[src/hw/rtl/mbd_pkg.sv]
package mbd_pkg;

	localparam int SIZE_W     = 13;
	localparam int ROW_W      = 12;
	localparam int MAX_HEIGHT = 4096;
	localparam int LANE_W     = 8;
	localparam int SUM_W      = 9;
	localparam int TOT_W      = 10;

	typedef enum logic [1:0] {
		FMT_A1R5G5B5 = 2'd0,
		FMT_A4R4G4B4 = 2'd1,
		FMT_R5G6B5   = 2'd2,
		FMT_ARGB8888 = 2'd3
	} fmt_t;

	typedef enum logic [1:0] {
		REG_PIXEL_FORMAT  = 2'd0,
		REG_SOURCE_WIDTH  = 2'd1,
		REG_SOURCE_HEIGHT = 2'd2
	} reg_idx_t;

	// Lane order is blue, green, red, alpha.
	typedef logic [3:0][LANE_W-1:0] lanes_t;
	typedef logic [3:0][SUM_W-1:0]  sums_t;
	typedef logic [3:0][TOT_W-1:0]  tots_t;

	function automatic lanes_t unpack_px(input fmt_t fmt, input logic [31:0] px);
		lanes_t l;
		l = '0;
		case (fmt)
			FMT_A1R5G5B5: begin
				l[0] = LANE_W'(px[4:0]);
				l[1] = LANE_W'(px[9:5]);
				l[2] = LANE_W'(px[14:10]);
				l[3] = LANE_W'(px[15]);
			end
			FMT_A4R4G4B4: begin
				l[0] = LANE_W'(px[3:0]);
				l[1] = LANE_W'(px[7:4]);
				l[2] = LANE_W'(px[11:8]);
				l[3] = LANE_W'(px[15:12]);
			end
			FMT_R5G6B5: begin
				l[0] = LANE_W'(px[4:0]);
				l[1] = LANE_W'(px[10:5]);
				l[2] = LANE_W'(px[15:11]);
			end
			default: begin
				l[0] = px[7:0];
				l[1] = px[15:8];
				l[2] = px[23:16];
				l[3] = px[31:24];
			end
		endcase
		return l;
	endfunction

	function automatic logic [31:0] pack_px(input fmt_t fmt, input tots_t tot);
		tots_t       avg;
		logic        a1;
		logic [31:0] px;
		for (int i = 0; i < 4; i++) begin
			avg[i] = (tot[i] + TOT_W'(2)) >> 2;
		end
		// Single-bit alpha goes by majority: at least two of the four set.
		a1 = (tot[3] >= TOT_W'(2));
		case (fmt)
			FMT_A1R5G5B5: px = {16'h0, a1, avg[2][4:0], avg[1][4:0], avg[0][4:0]};
			FMT_A4R4G4B4: px = {16'h0, avg[3][3:0], avg[2][3:0], avg[1][3:0], avg[0][3:0]};
			FMT_R5G6B5:   px = {16'h0, avg[2][4:0], avg[1][5:0], avg[0][4:0]};
			default:      px = {avg[3][7:0], avg[2][7:0], avg[1][7:0], avg[0][7:0]};
		endcase
		return px;
	endfunction

endpackage

[src/hw/rtl/mbd_pair.sv]
module mbd_pair (
	input  mbd_pkg::fmt_t  fmt,
	input  logic [31:0]    pix_a,
	input  logic [31:0]    pix_b,
	output mbd_pkg::sums_t sums
);
	import mbd_pkg::*;

	lanes_t lanes_a;
	lanes_t lanes_b;

	assign lanes_a = unpack_px(fmt, pix_a);
	assign lanes_b = unpack_px(fmt, pix_b);

	always_comb begin
		for (int i = 0; i < 4; i++) begin
			sums[i] = SUM_W'(lanes_a[i]) + SUM_W'(lanes_b[i]);
		end
	end

endmodule

[config.mk]
export PLATFORM = sky130hd
export DESIGN_NAME = mbd_pair
export DESIGN_NICKNAME = d
export VERILOG_FILES = /design/src/hw/rtl/mbd_pkg.sv /design/src/hw/rtl/mbd_pair.sv
export SDC_FILE = /design/constraint.sdc
export NUM_CORES = 1
export LEC_CHECK = 0
export BUFFER_PORTS_ARGS = -buffer_cell sky130_fd_sc_hd__buf_4
export CAP_MARGIN = 10
export CORE_ASPECT_RATIO = 0.9
export CORE_MARGIN = 4
export CORE_UTILIZATION = 37
export DETAILED_ROUTE_END_ITERATION = 7
export PLACE_DENSITY = 0.67
export SLEW_MARGIN = 40
export SYNTH_ARGS = -nofsm -noshare
export SYNTH_HDL_FRONTEND = slang
export SYNTH_SLANG_ARGS = --single-unit
[constraint.sdc]
create_clock -name vclk -period 3.9
set_input_delay 0 -clock vclk [all_inputs]
set_output_delay 0 -clock vclk [all_outputs]
set_load 0.02 [all_outputs]
# == After elaboration in Yosys (flattened, before gate mapping) ==
# Index checks and enable logic that the tools add are counted.
# op_classes
multipliers,0
n_div,0
eq_ne,2
order_cmp,0
bitwise_logic,0
addsub,4
mux,4
shift,0
n_reduce_logical,1
# op_table
cell,count
24-bit case mux with 3 select lines,2
8-bit case mux with 3 select lines,2
8-bit by 8-bit adder with 9-bit output,4
"2-bit by 1-bit == test with 1-bit output, second input constant",1
"2-bit == test, second input constant",1
2-bit zero test,1
# totals
mem_bits_ro,0
latchBits,0
wordCells,11
in_bits,66
ff_bits,0
n_memories,0
mem_bits_rw,0

# == Longest topological paths before layout ==
# logic_depth
word_depth,3
depth_mapped,13

# == Least setup slack after synthesis ==
# OpenSTA, ideal clock, no wires.
# synth_path
path_type,input port to output port
startpoint,in fmt[0]
endpoint,out sums[35] in the netlist's numbering
path_stages,13
setup_slack_ns,1.792
arrival_ns,2.108
cell_sequence,buf_6 -> buf_6 -> buf_4 -> nor2_1 -> a22o_1 -> ha_1 -> inv_1 -> fa_1 -> nor2b_1 -> o21ai_1 -> a21oi_2 -> o21ai_1 -> a21oi_1
# synth_rtl
item,line_no,text
from (decl),mbd_pair.sv:2,"input mbd_pkg::fmt_t fmt,"
to (decl),mbd_pair.sv:5,output mbd_pkg::sums_t sums

==> results.py <==
metrics = {
    "routing": {
        "drt-initial-drc-count": 59,
        "first_pass_iters": 4,
        "ant_nets": 0,
        "drc_errors": 0,
        "wirelength_mm": 5.56,
        "vias": 2069,
        "via_per_inst": 5.03,
        "routedWlPerCell_um": 13.5,
    },
    "timing": {
        "clock.fmax_mhz": 409,
        "hold_viol_final": 0,
        "slew_headroom_pct": 59.9,
        "finalSetupViolations": 0,
        "report.final.slew_viol_count": 0,
        "timing.setup.tns_ns": 0,
        "post-route-period-util_pct": 62.8,
        "setup_ws_ns": 1.45,
        "tightest_slew_ns": 0.602,
        "rsz0062_at_grt": "no",
        "fin_crit_ns": 2.45,
    },
    "final_layout": {
        "area_delta_synth_final_pct": 37.0,
        "drive_above_1_share_pct": 36.9,
        "fillers": 521,
        "n_clock_buffer": 0,
        "layout_common_cells": "102 x buf_4, 32 x ha_1, 25 x and3_1",
        "layout_commonest_cell": "buf_4",
        "nets": 448,
        "diodes": 0,
        "final-seq-area_um2": 0,
        "n_sequential_cell": 0,
        "multi_input_area_um2": 1880,
    },
    "power": {
        "p_total_mw": 0.527,
        "vdd_drop_max_uv": 105,
        "cellLeakagePower_nw": 1.45,
        "powerDensity_nw_per_um2": 189,
    },
    "placement": {
        "dpl_worst_slack_ns": 1.46,
        "io_buffers": 102,
        "dp_hpwl_mm": 4.66,
        "gp_congestion": 0.811,
    },
    "global_routing": {
        "grt_overflow": 0,
        "grt_usage_pct": 15.8,
        "grt_pass1_vias": 2034,
        "antenna_found_initial": 0,
        "grt_pass1_wl_mm": 9.07,
        "grt_max_degree": 69,
    },
    "die": {
        "die_w_um": 86.1,
        "coreArea_um2": 5290,
        "start_util_pct": 38.4,
        "rows": 25,
        "ios": 102,
        "dieArea_um2": 6740,
        "die_h_um": 78.3,
    },
    "clocking": {
        "postCtsHoldBufs": 0,
        "cts_setup_buffers": 0,
        "ctsResizeCount": 0,
    },
    "worst_setup_path": {
        "path_max_fanout": 60,
        "crit_path_end_kind": "primary output",
        "criticalPathCategory": "in2out",
        "critPathRequiredTime_ns": 3.90,
        "cp.arrival_ns": 2.45,
        "worstSetupStartpointType": "input pin",
    },
    "synthesis": {
        "yosysSeqAreaShare_pct": 0,
        "yosys_warnings": 0,
        "avgSynthCellArea_um2": 7.90,
        "synth.distinct_cells": 36,
        "syn_inst": 257,
        "syn_area_um2": 2030,
        "syn_nets": 359,
    },
    "hold_path": {
        "worst_hold_path_type": "in2out",
    },
    "outcome": {
        "status": "finished, final reports clean",
    },
    "job": {
        "max_cap_viol_count": 0,
    },
}
## critical path, cell delays in order
cell	delay [ns]
buf_4	0.47
mux4_2	0.57
ha_1	0.24
fa_1	0.41
a21oi_1	0.26
o21a_1	0.18
xnor2_1	0.12
buf_4	0.16
## synth_stat cells, drive strengths merged (3+ instances only)
library cell	n	area, um2
a21o	4	30.0
a21oi	34	211
and2	4	25.0
and3	25	156
buf	11	83.8
clkbuf	4	15.0
fa	4	80.1
ha	32	400
inv	15	56.3
mux2	4	45.0
mux2i	12	120
mux4	8	180
nand2	5	18.8
nand3	6	30.0
nor2	22	82.6
nor2b	12	77.6
nor3	3	15.0
o21a	6	45.0
o21ai	13	68.8
o21bai	4	30.0
xnor2	14	123
xor2	6	52.6
## routing by layer
metal	global-route usage (%)	part of all wire, %
met1	21.5	48
met2	27.8	46
met3	1.47	6.2
met4	1.11	0.38
met5	0	0
## through the flow
stage	std cells	cell area [um2]	hold slack [ns]	utilization (%)
floorplan	257	2030	0.200	-
global placement	411	2780	0.309	52.6
detailed placement	411	2780	0.317	52.6
CTS	411	2780	0.321	52.6
global route	411	2780	0.352	52.6
finish	411	2780	0.316	52.6
## cell families after synthesis
family                     count (synthesis)  share of synthesized area [%]
AOI/OAI and AO/OA                         67                           22.0
xor gates and xnor gates                  20                           8.63
muxes                                     24                           17.0
adders and majority gates                 36                           23.7
buffers and inverters                     30                           7.64
and+or+nand+nor                           80                           21.1
## path summary, 6_finish.rpt
path  startpoint  endpoint  slack [ns]  cells after the start
max       fmt[1]  sums[24]        1.45                      8
min     pix_b[0]   sums[0]        0.32                      3
## report_power, final
part	internal, mW	switching (mW)
Clock	0	0
Combinational	0.253	0.274
Sequential	0	0
## final cells by class
cell class	count	share of cell area [%]
timing repair buffer	102	27.5
tap	67	3.01
inverter	15	2.02
multi-input combinational	227	67.4
(Power assumes the default switching activity.)
